`src/rtl/core/mep_pkg.sv`:
```
// Shared definitions for the midpoint ellipse point generator.
// Register indexes and the control struct between sequencer and top level.
// No dependencies.
`default_nettype none

package mep_pkg;

    localparam int COORD_BITS_DEF = 12;
    localparam int CFG_ADDR_W     = 2;

    typedef enum logic [CFG_ADDR_W-1:0] {
        CFG_CENTER_X = 2'd0,
        CFG_CENTER_Y = 2'd1,
        CFG_RADIUS_X = 2'd2,
        CFG_RADIUS_Y = 2'd3
    } cfg_idx_t;

    // Sequencer status towards the output stage
    typedef struct packed {
        logic idle;   // ready for the next input transaction
        logic done;   // result loads into the output register this cycle
        logic blank;  // no ellipse active: result is all zeros
    } seq_ctl_t;

endpackage

`default_nettype wire

```
`src/rtl/core/mep_mul.sv`:
```
// Shared unsigned multiplier with a registered product.
// Used by mep_core for every product of a point step; depends on mep_pkg.
`default_nettype none

module mep_mul #(
    parameter int A_W = 2 * (mep_pkg::COORD_BITS_DEF - 1),
    parameter int B_W = mep_pkg::COORD_BITS_DEF + 1
) (
    input  logic                 clk,
    input  logic [A_W-1:0]       a,
    input  logic [B_W-1:0]       b,
    output logic [A_W+B_W-1:0]   prod
);
    import mep_pkg::*;

    localparam int P_W = A_W + B_W;

    logic [P_W-1:0] prod_reg;
    logic [P_W-1:0] prod_next;

    assign prod_next = P_W'(a) * P_W'(b);

    always_ff @(posedge clk)
    begin
        prod_reg <= prod_next;
    end

    assign prod = prod_reg;

endmodule

`default_nettype wire

```
`src/rtl/core/mep_core.sv`:
```
// Sequencer and decision datapath of the midpoint ellipse point generator.
// Drives the shared multiplier mep_mul; uses mep_pkg for the control struct.
`default_nettype none

module mep_core #(
    parameter int COORD_BITS = mep_pkg::COORD_BITS_DEF
) (
    input  logic                    clk,
    input  logic                    rst_n,
    input  logic                    start,
    input  logic                    restart,
    input  logic [COORD_BITS-2:0]   radius_x,
    input  logic [COORD_BITS-2:0]   radius_y,
    input  logic                    out_free,
    output mep_pkg::seq_ctl_t       ctl,
    output logic [COORD_BITS-1:0]   offset_x,
    output logic [COORD_BITS:0]     offset_y
);
    import mep_pkg::*;

    localparam int RAD  = COORD_BITS - 1;
    localparam int OFFY = COORD_BITS + 1;
    localparam int STEP = 3 * COORD_BITS;
    localparam int DEC  = 3 * COORD_BITS + 6;
    localparam int MA   = 2 * RAD;
    localparam int MB   = COORD_BITS + 1;
    localparam int PW   = MA + MB;
    localparam int SW   = 2 * COORD_BITS + 2;

    typedef enum logic [4:0] {
        S_IDLE, S_RX, S_RY,
        S_R2, S_R3,
        S_A2, S_A3, S_A4,
        S_B2, S_B3, S_B4,
        S_C0, S_C1, S_C2, S_C3, S_C4, S_C5, S_C6, S_C7, S_C8,
        S_OUT
    } state_t;

    typedef enum logic [1:0] {
        M_RESTART,
        M_REGION1,
        M_REGION2
    } mode_t;

    state_t                 state_reg, state_next;
    mode_t                  mode_reg, mode_next;
    logic                   in_r2_reg, in_r2_next;
    logic                   finished_reg, finished_next;
    logic                   blank_reg, blank_next;
    logic                   flag_reg, flag_next;
    logic [COORD_BITS-1:0]  x_reg, x_next;
    logic [OFFY-1:0]        y_reg, y_next;

    logic [MA-1:0]          rx2_reg, rx2_next;
    logic [MA-1:0]          ry2_reg, ry2_next;
    logic [DEC-1:0]         dec_reg, dec_next;
    logic [SW-1:0]          s_reg, s_next;
    logic [STEP-1:0]        dx_reg, dx_next;

    logic [MA-1:0]          mul_a;
    logic [MB-1:0]          mul_b;
    logic [PW-1:0]          prod;

    logic [STEP-1:0]        step_term;
    logic                   dec_neg;
    logic                   dec_zero;
    logic [OFFY-1:0]        ym1;
    logic [COORD_BITS:0]    x_inc;

    mep_mul #(
        .A_W (MA),
        .B_W (MB)
    ) u_mul (
        .clk  (clk),
        .a    (mul_a),
        .b    (mul_b),
        .prod (prod)
    );

    // 2 * product, wrapped to the step width
    assign step_term = STEP'({prod, 1'b0});
    assign dec_neg   = dec_reg[DEC-1];
    assign dec_zero  = (dec_reg == '0);
    // (y-1)^2 with y = 0 counts as 1
    assign ym1       = (y_reg != '0) ? (y_reg - OFFY'(1)) : OFFY'(1);
    assign x_inc     = {1'b0, x_reg} + (COORD_BITS+1)'(1);

    always_comb
    begin
        state_next    = state_reg;
        mode_next     = mode_reg;
        in_r2_next    = in_r2_reg;
        finished_next = finished_reg;
        blank_next    = blank_reg;
        flag_next     = flag_reg;
        x_next        = x_reg;
        y_next        = y_reg;
        rx2_next      = rx2_reg;
        ry2_next      = ry2_reg;
        dec_next      = dec_reg;
        s_next        = s_reg;
        dx_next       = dx_reg;
        mul_a         = '0;
        mul_b         = '0;

        unique case (state_reg)
            S_IDLE:
            begin
                if (start)
                begin
                    blank_next = 1'b0;
                    if (restart)
                    begin
                        mode_next     = M_RESTART;
                        x_next        = '0;
                        y_next        = OFFY'(radius_y);
                        in_r2_next    = 1'b0;
                        finished_next = 1'b0;
                        state_next    = S_RX;
                    end
                    else if (finished_reg)
                    begin
                        blank_next = 1'b1;
                        state_next = S_OUT;
                    end
                    else if (!in_r2_reg)
                    begin
                        mode_next  = M_REGION1;
                        x_next     = x_reg + COORD_BITS'(1);
                        state_next = S_RX;
                    end
                    else
                    begin
                        mode_next  = M_REGION2;
                        y_next     = y_reg - OFFY'(1);
                        state_next = S_RX;
                    end
                end
            end
            S_RX:
            begin
                mul_a      = MA'(radius_x);
                mul_b      = MB'(radius_x);
                state_next = S_RY;
            end
            S_RY:
            begin
                rx2_next = prod[MA-1:0];
                mul_a    = MA'(radius_y);
                mul_b    = MB'(radius_y);
                unique case (mode_reg)
                    M_RESTART: state_next = S_R2;
                    M_REGION1: state_next = S_A2;
                    M_REGION2: state_next = S_B2;
                    default:   state_next = S_IDLE;
                endcase
            end
            // restart: ry^2 + rx^2/4 - rx^2*ry
            S_R2:
            begin
                ry2_next   = prod[MA-1:0];
                dec_next   = DEC'(prod[MA-1:0]) + DEC'(rx2_reg >> 2);
                mul_a      = rx2_reg;
                mul_b      = MB'(radius_y);
                state_next = S_R3;
            end
            S_R3:
            begin
                dec_next   = dec_reg - DEC'(prod);
                state_next = S_OUT;
            end
            // region one: sign taken from the decision before the step
            S_A2:
            begin
                ry2_next  = prod[MA-1:0];
                mul_a     = prod[MA-1:0];
                mul_b     = MB'(x_reg);
                flag_next = !dec_neg;
                dec_next  = dec_reg + DEC'(prod[MA-1:0]);
                if (!dec_neg)
                begin
                    y_next = y_reg - OFFY'(1);
                end
                state_next = S_A3;
            end
            S_A3:
            begin
                dx_next    = step_term;
                dec_next   = dec_reg + DEC'(step_term);
                mul_a      = rx2_reg;
                mul_b      = MB'(y_reg);
                state_next = S_A4;
            end
            S_A4:
            begin
                if (flag_reg)
                begin
                    dec_next = dec_reg - DEC'(step_term);
                end
                if (dx_reg < step_term)
                begin
                    state_next = S_OUT;
                end
                else
                begin
                    in_r2_next = 1'b1;
                    state_next = S_C0;
                end
            end
            // region two
            S_B2:
            begin
                ry2_next  = prod[MA-1:0];
                flag_next = dec_neg || dec_zero;
                dec_next  = dec_reg + DEC'(rx2_reg);
                if (dec_neg || dec_zero)
                begin
                    x_next = x_reg + COORD_BITS'(1);
                end
                mul_a      = rx2_reg;
                mul_b      = MB'(y_reg);
                state_next = S_B3;
            end
            S_B3:
            begin
                dec_next   = dec_reg - DEC'(step_term);
                mul_a      = ry2_reg;
                mul_b      = MB'(x_reg);
                state_next = S_B4;
            end
            S_B4:
            begin
                if (flag_reg)
                begin
                    dec_next = dec_reg + DEC'(step_term);
                end
                state_next = S_OUT;
            end
            // region-two start, accumulated one partial product a cycle:
            // ry^2*x(x+1) + ry^2/4 + rx^2*(y-1)^2 - rx^2*ry^2
            S_C0:
            begin
                mul_a      = MA'(x_reg);
                mul_b      = MB'(x_inc);
                state_next = S_C1;
            end
            S_C1:
            begin
                s_next     = SW'(prod[2*COORD_BITS-1:0]);
                mul_a      = ry2_reg;
                mul_b      = MB'(prod[COORD_BITS-1:0]);
                state_next = S_C2;
            end
            S_C2:
            begin
                dec_next   = DEC'(prod) + DEC'(ry2_reg >> 2);
                mul_a      = ry2_reg;
                mul_b      = MB'(s_reg[2*COORD_BITS-1:COORD_BITS]);
                state_next = S_C3;
            end
            S_C3:
            begin
                dec_next   = dec_reg + DEC'({prod, {COORD_BITS{1'b0}}});
                mul_a      = MA'(ym1);
                mul_b      = MB'(ym1);
                state_next = S_C4;
            end
            S_C4:
            begin
                s_next     = prod[SW-1:0];
                mul_a      = rx2_reg;
                mul_b      = MB'(prod[COORD_BITS:0]);
                state_next = S_C5;
            end
            S_C5:
            begin
                dec_next   = dec_reg + DEC'(prod);
                mul_a      = rx2_reg;
                mul_b      = MB'(s_reg[SW-1:COORD_BITS+1]);
                state_next = S_C6;
            end
            S_C6:
            begin
                dec_next   = dec_reg + DEC'({prod, {(COORD_BITS+1){1'b0}}});
                mul_a      = rx2_reg;
                mul_b      = MB'(ry2_reg[COORD_BITS:0]);
                state_next = S_C7;
            end
            S_C7:
            begin
                dec_next   = dec_reg - DEC'(prod);
                mul_a      = rx2_reg;
                mul_b      = MB'(ry2_reg[MA-1:COORD_BITS+1]);
                state_next = S_C8;
            end
            S_C8:
            begin
                dec_next   = dec_reg - DEC'({prod, {(COORD_BITS+1){1'b0}}});
                state_next = S_OUT;
            end
            S_OUT:
            begin
                if (out_free)
                begin
                    if (!blank_reg && (y_reg == '0))
                    begin
                        finished_next = 1'b1;
                    end
                    state_next = S_IDLE;
                end
            end
            default:
            begin
                state_next = S_IDLE;
            end
        endcase
    end

    always_ff @(posedge clk or negedge rst_n)
    begin
        if (!rst_n)
        begin
            state_reg    <= S_IDLE;
            mode_reg     <= M_RESTART;
            in_r2_reg    <= 1'b0;
            finished_reg <= 1'b1;
            blank_reg    <= 1'b0;
            flag_reg     <= 1'b0;
            x_reg        <= '0;
            y_reg        <= '0;
        end
        else
        begin
            state_reg    <= state_next;
            mode_reg     <= mode_next;
            in_r2_reg    <= in_r2_next;
            finished_reg <= finished_next;
            blank_reg    <= blank_next;
            flag_reg     <= flag_next;
            x_reg        <= x_next;
            y_reg        <= y_next;
        end
    end

    always_ff @(posedge clk)
    begin
        rx2_reg <= rx2_next;
        ry2_reg <= ry2_next;
        dec_reg <= dec_next;
        s_reg   <= s_next;
        dx_reg  <= dx_next;
    end

    assign ctl.idle  = (state_reg == S_IDLE);
    assign ctl.done  = (state_reg == S_OUT) && out_free;
    assign ctl.blank = blank_reg;
    assign offset_x  = x_reg;
    assign offset_y  = y_reg;

    a_restart_loads: assert property (@(posedge clk) disable iff (!rst_n)
        (state_reg == S_IDLE && start && restart) |=>
            (!finished_reg && x_reg == '0 && y_reg == OFFY'($past(radius_y))))
        else $error("restart did not load the top point");

    a_stall_holds: assert property (@(posedge clk) disable iff (!rst_n)
        (state_reg == S_OUT && !out_free) |=>
            (state_reg == S_OUT && $stable(x_reg) && $stable(y_reg)))
        else $error("offsets moved while the result waited");

    a_last_finishes: assert property (@(posedge clk) disable iff (!rst_n)
        (ctl.done && !blank_reg && y_reg == '0) |=> finished_reg)
        else $error("last point did not end the ellipse");

    a_region_switch: assert property (@(posedge clk) disable iff (!rst_n)
        (state_reg == S_A4) |=> ((state_reg == S_C0) == in_r2_reg))
        else $error("region flag out of step with the sequencer");

endmodule

`default_nettype wire

```
`src/rtl/core/midpoint_ellipse_points.sv`:
```
// Midpoint ellipse point generator: top level with configuration registers,
// stream ports and the output register. Depends on mep_pkg, mep_core, mep_mul.
//
// Usage: centre and radii are written through cfg_we/cfg_addr/cfg_wdata
// (0 centre x, 1 centre y, 2 radius x, 3 radius y) while the block is idle.
// Each input transaction on s_axis (tdata bit 0: restart) yields exactly one
// result on m_axis: the four mirror coordinates in tdata, point valid in
// tuser and the last point (offset y zero) in tlast. Restart begins at
// (0, ry); a zero restart bit advances one point.
// From an input transaction to the result being loaded in the output
// register the sequencer passes S_RX, S_RY, S_R2 and S_R3 for a restart,
// and S_RX, S_RY and S_A2 to S_A4 or S_B2 to S_B4 for a step; the step that
// crosses into region two adds S_C0 to S_C8 and eight products for its start
// term; with no ellipse active it goes straight to S_OUT. The input side is
// ready again in the cycle after the result is loaded. Every product goes
// through the one registered multiplier, one product per cycle. Reset clears
// the registers, leaves no ellipse active and empties the output register.
// While the receiver stalls the result is held in the output register and
// the next item is accepted but waits for it to drain.
`default_nettype none

module midpoint_ellipse_points #(
    parameter int COORD_BITS = mep_pkg::COORD_BITS_DEF
) (
    input  logic                                    clk,
    input  logic                                    rst_n,
    input  logic                                    cfg_we,
    input  logic [mep_pkg::CFG_ADDR_W-1:0]          cfg_addr,
    input  logic [COORD_BITS-1:0]                   cfg_wdata,
    input  logic                                    s_axis_tvalid,
    output logic                                    s_axis_tready,
    input  logic [7:0]                              s_axis_tdata,  // [0] restart
    output logic                                    m_axis_tvalid,
    input  logic                                    m_axis_tready,
    // x_plus, x_minus, y_plus, y_minus from the lowest bit up, zero padded
    output logic [((4*(COORD_BITS+2)+7)/8)*8-1:0]   m_axis_tdata,
    output logic                                    m_axis_tuser,  // point_valid
    output logic                                    m_axis_tlast   // last_point
);
    import mep_pkg::*;

    localparam int RAD  = COORD_BITS - 1;
    localparam int OUT  = COORD_BITS + 2;
    localparam int TD_W = ((4 * OUT + 7) / 8) * 8;

    logic [COORD_BITS-1:0]  center_x_reg;
    logic [COORD_BITS-1:0]  center_y_reg;
    logic [RAD-1:0]         radius_x_reg;
    logic [RAD-1:0]         radius_y_reg;

    logic                   m_valid_reg;
    logic [OUT-1:0]         x_plus_reg, x_plus_next;
    logic [OUT-1:0]         x_minus_reg, x_minus_next;
    logic [OUT-1:0]         y_plus_reg, y_plus_next;
    logic [OUT-1:0]         y_minus_reg, y_minus_next;
    logic                   user_reg, user_next;
    logic                   last_reg, last_next;

    seq_ctl_t               ctl;
    logic                   start;
    logic                   out_free;
    logic [COORD_BITS-1:0]  offset_x;
    logic [COORD_BITS:0]    offset_y;

    assign start    = s_axis_tvalid && ctl.idle;
    assign out_free = !m_valid_reg || m_axis_tready;

    mep_core #(
        .COORD_BITS (COORD_BITS)
    ) u_core (
        .clk      (clk),
        .rst_n    (rst_n),
        .start    (start),
        .restart  (s_axis_tdata[0]),
        .radius_x (radius_x_reg),
        .radius_y (radius_y_reg),
        .out_free (out_free),
        .ctl      (ctl),
        .offset_x (offset_x),
        .offset_y (offset_y)
    );

    always_ff @(posedge clk or negedge rst_n)
    begin
        if (!rst_n)
        begin
            center_x_reg <= '0;
            center_y_reg <= '0;
            radius_x_reg <= '0;
            radius_y_reg <= '0;
        end
        else if (cfg_we)
        begin
            unique case (cfg_idx_t'(cfg_addr))
                CFG_CENTER_X: center_x_reg <= cfg_wdata;
                CFG_CENTER_Y: center_y_reg <= cfg_wdata;
                CFG_RADIUS_X: radius_x_reg <= cfg_wdata[RAD-1:0];
                CFG_RADIUS_Y: radius_y_reg <= cfg_wdata[RAD-1:0];
                default:      center_x_reg <= center_x_reg;
            endcase
        end
    end

    always_comb
    begin
        if (ctl.blank)
        begin
            x_plus_next  = '0;
            x_minus_next = '0;
            y_plus_next  = '0;
            y_minus_next = '0;
            user_next    = 1'b0;
            last_next    = 1'b0;
        end
        else
        begin
            x_plus_next  = OUT'(center_x_reg) + OUT'(offset_x);
            x_minus_next = OUT'(center_x_reg) - OUT'(offset_x);
            y_plus_next  = OUT'(center_y_reg) + OUT'(offset_y);
            y_minus_next = OUT'(center_y_reg) - OUT'(offset_y);
            user_next    = 1'b1;
            last_next    = (offset_y == '0);
        end
    end

    always_ff @(posedge clk or negedge rst_n)
    begin
        if (!rst_n)
        begin
            m_valid_reg <= 1'b0;
        end
        else if (ctl.done)
        begin
            m_valid_reg <= 1'b1;
        end
        else if (m_axis_tready)
        begin
            m_valid_reg <= 1'b0;
        end
    end

    always_ff @(posedge clk)
    begin
        if (ctl.done)
        begin
            x_plus_reg  <= x_plus_next;
            x_minus_reg <= x_minus_next;
            y_plus_reg  <= y_plus_next;
            y_minus_reg <= y_minus_next;
            user_reg    <= user_next;
            last_reg    <= last_next;
        end
    end

    assign s_axis_tready = ctl.idle;
    assign m_axis_tvalid = m_valid_reg;
    assign m_axis_tdata  = TD_W'({y_minus_reg, y_plus_reg, x_minus_reg, x_plus_reg});
    assign m_axis_tuser  = user_reg;
    assign m_axis_tlast  = last_reg;

endmodule

`default_nettype wire

```
`config.mk`:
```
export PLATFORM = sky130hd
export DESIGN_NAME = midpoint_ellipse_points
export DESIGN_NICKNAME = d
export VERILOG_FILES = /design/src/rtl/core/mep_pkg.sv /design/src/rtl/core/mep_mul.sv /design/src/rtl/core/mep_core.sv /design/src/rtl/core/midpoint_ellipse_points.sv
export SDC_FILE = /design/constraint.sdc
export NUM_CORES = 2
export LEC_CHECK = 0
export BUFFER_PORTS_ARGS = -buffer_cell sky130_fd_sc_hd__buf_2
export CAP_MARGIN = 40
export CORE_ASPECT_RATIO = 0.8
export CORE_MARGIN = 4
export CORE_UTILIZATION = 30
export CTS_BUF_LIST = sky130_fd_sc_hd__clkbuf_8
export DETAILED_ROUTE_END_ITERATION = 7
export PLACE_DENSITY = 0.41
export SLEW_MARGIN = 30
export SYNTH_ARGS = -nofsm -noshare
export SYNTH_HDL_FRONTEND = slang
export SYNTH_SLANG_ARGS = --single-unit
```
`constraint.sdc`:
```
create_clock -name clk -period 14 [get_ports clk]
set_clock_uncertainty 0.1 [all_clocks]
set_input_delay 0 -clock clk [delete_from_list [all_inputs] [get_ports clk]]
set_output_delay 0 -clock clk [all_outputs]
set_load 0.005 [all_outputs]
```
==> results.sh <==
export IMPL_outcome="finished clean"
export IMPL_grt_pass1_wl_um=222000
export IMPL_post_dp_cell_area_um2=39000
export IMPL_worstPathArrival_ns=10.72
export IMPL_synth_area_leader_cell="edfxtp_1"
export IMPL_cts_made_buffers=67
export IMPL_worstSetupPathType="register to register"
export IMPL_netlist_instances=4238
export IMPL_yosysWarnings=0
export IMPL_cp_max_fo=11
export IMPL_grt_overflow_total=0
export IMPL_first_iter_violations=3489
export IMPL_worst_path_most_repeated_cell="fa_1"
export IMPL_postSynth_asyncResetShare=0.270
export IMPL_netlist_area_um2=36400
export IMPL_post_synth_top_count_cell="nand2_1"
export IMPL_drv_slew=0
export IMPL_crit_slowest_cell="fa_1"
export IMPL_final_layout_size_suffix_gt1_frac=0.0890
export IMPL_hold_depth=3
export IMPL_grt_max_degree=56
export IMPL_yosysTopAreaCellShare=0.156
export IMPL_r2r_cells=32
export IMPL_synthDistinctLibCells=95
export IMPL_cts_tree="done"
export IMPL_die_w_um=398
export IMPL_synth_common_cells="nand2_1, inv_1, ha_1, nor2_1, a21oi_1"
export IMPL_setup_violations=0
export IMPL_largest_reg_flops=42
export IMPL_cp_required_ns=14.47
export IMPL_port_buffers=78
export IMPL_die_y_um=320
export IMPL_globalplace_congestion=0.937
export IMPL_grt_antenna_before_repair=3
export IMPL_first_pass_iters=6
export IMPL_final_nets=4929
export IMPL_clock_sinks=307
export IMPL_min_period_ns=10.24
export IMPL_drc=0
export IMPL_fmax_ghz=0.0976
export IMPL_insertion_delay_ns=0.73
export IMPL_cts_clk_slew_worst_paths_ns=0.06
export IMPL_seq_area_frac_synth=0.232
export IMPL_row_count=114
export IMPL_grt_total_usage=0.233
export IMPL_core_area_um2=121000
export IMPL_slew_headroom=0.322
export IMPL_root_buffer="clkbuf_8"
export IMPL_synth_seq_cells=307
export IMPL_grt_pass1_vias=31600
export IMPL_postCtsSetupBuffers=0
export IMPL_area_growth_pct=11.8
export IMPL_hold_viol=0
export IMPL_dp_hpwl_um=119000
export IMPL_dieArea_um2=127000
export IMPL_design_area_um2=40700
export IMPL_holdCritPathClass="primary input to register"
export IMPL_via_count=33200
export IMPL_synth_edf_count=189
export IMPL_initial_core_util=0.302
export IMPL_synth_area_top_cells="edfxtp_1, fa_1, ha_1"
export IMPL_setup_tns_final_ns=0
export IMPL_cts_buffer_depth=3
export IMPL_syn_nets=4839
export IMPL_synth_ff_type="edfxtp_1"
export IMPL_io_pins=87
export IMPL_endpoint_kind="register"
export IMPL_avgSynthCellArea_um2=8.59
export IMPL_rsz0062_at_grt="false"
export IMPL_cp_start_kind="register"
export IMPL_ant_nets=0
export IMPL_worst_pin_slew_ns=1.02
export IMPL_wirelength_um=152000
export IMPL_post_route_period_util=0.732
export IMPL_h_tree_depth=3
export IMPL_max_cap_violations=0
export IMPL_wl_per_cell_um=25.3
export IMPL_vias_per_cell=5.53
export IMPL_slowest_delay_ns=0.56
-- layout by cell type, fill, tap and decap left out, types with 54 or more instances in the layout --
cell      count
nand2_1     449
inv_1       385
ha_1        344
nor2_1      303
a21oi_1     286
o21ai_0     259
fa_1        230
xnor2_1     214
edfxtp_1    189
a21o_1      118
xor2_1       93
nor3_1       90
buf_4        90
dfrtp_1      81
buf_2        79
clkbuf_8     77
nand3_1      66
and2_1       64
nand2b_1     54
-- path summary, 6_finish.rpt --
check	startpoint	endpoint	slack (ns)
max	u_core.offset_y[1]	u_core.u_mul.prod[34]	3.76
min	cfg_wdata[2]	radius_x_reg[2]	0.09
max reg2reg	u_core.offset_y[1]	u_core.u_mul.prod[34]	3.76
min reg2reg	radius_x_reg[6]	radius_x_reg[6]	0.41
max in group asynchronous	rst_n	u_core.offset_x[2]	12.85
min in group asynchronous	rst_n	u_core.finished_reg	0.31
-- metal layers --
metal / wire length (µm) / track usage / vias up
li1: - / - / 15300
met1: 76700 / 0.370 / 16600
met2: 61400 / 0.329 / 1232
met3: 11500 / 0.0392 / 133
met4: 2280 / 0.0384 / 0
met5: 0 / 0 / -
-- critical path, delay by kind of cell, from the launching register on --
family          cells  cell delay [ns]
compound gates     10             2.78
xor+xnor            1             0.12
fa+ha+maj           7             3.12
buf+inv             5             0.81
flops               1             0.47
simple gates        9             2.73
-- stage by stage --
stage | utilization | setup slack, ns | hold WS (ns) | std cells
floorplan | - | 5.50 | -0.396 | 4238
global placement | 0.322 | 3.38 | -0.0721 | 5849
detailed placement | 0.323 | 3.72 | -0.0704 | 5857
CTS | 0.337 | 3.70 | 0.0198 | 6004
global route | 0.337 | 2.97 | 0.0830 | 6008
finish | 0.337 | 3.76 | 0.0897 | 6008
-- what timing repair did --
item / 4_1_cts / 5_1_grt
hold buffers: 23 / 0
resized for setup: 0 / 0
endpoints found under the hold margin: 156 / 0
-- cell type report --
class	count	area [µm²]
Timing Repair Buffer	199	1400
Clock buffer	77	1060
Sequential cell	307	8460
Multi-Input combinational cell	3380	26000
Tap cell	1624	2030
Fill cell	12800	80000
Antenna cell	1	2.50
Inverter	373	1400
Clock inverter	47	362
-- kinds of logic after synthesis --
group | share of synthesized area
and+or+nand+nor | 0.167
adders and majority gates | 0.245
AOI/OAI and AO/OA | 0.207
muxes | 0.0166
xor gates and xnor gates | 0.0743
other | 0.000103
DFF | 0.232
buffers and inverters | 0.0586
Power is not shown: default switching activity piles up to over one toggle a cycle in this logic, so the estimate is an artifact.
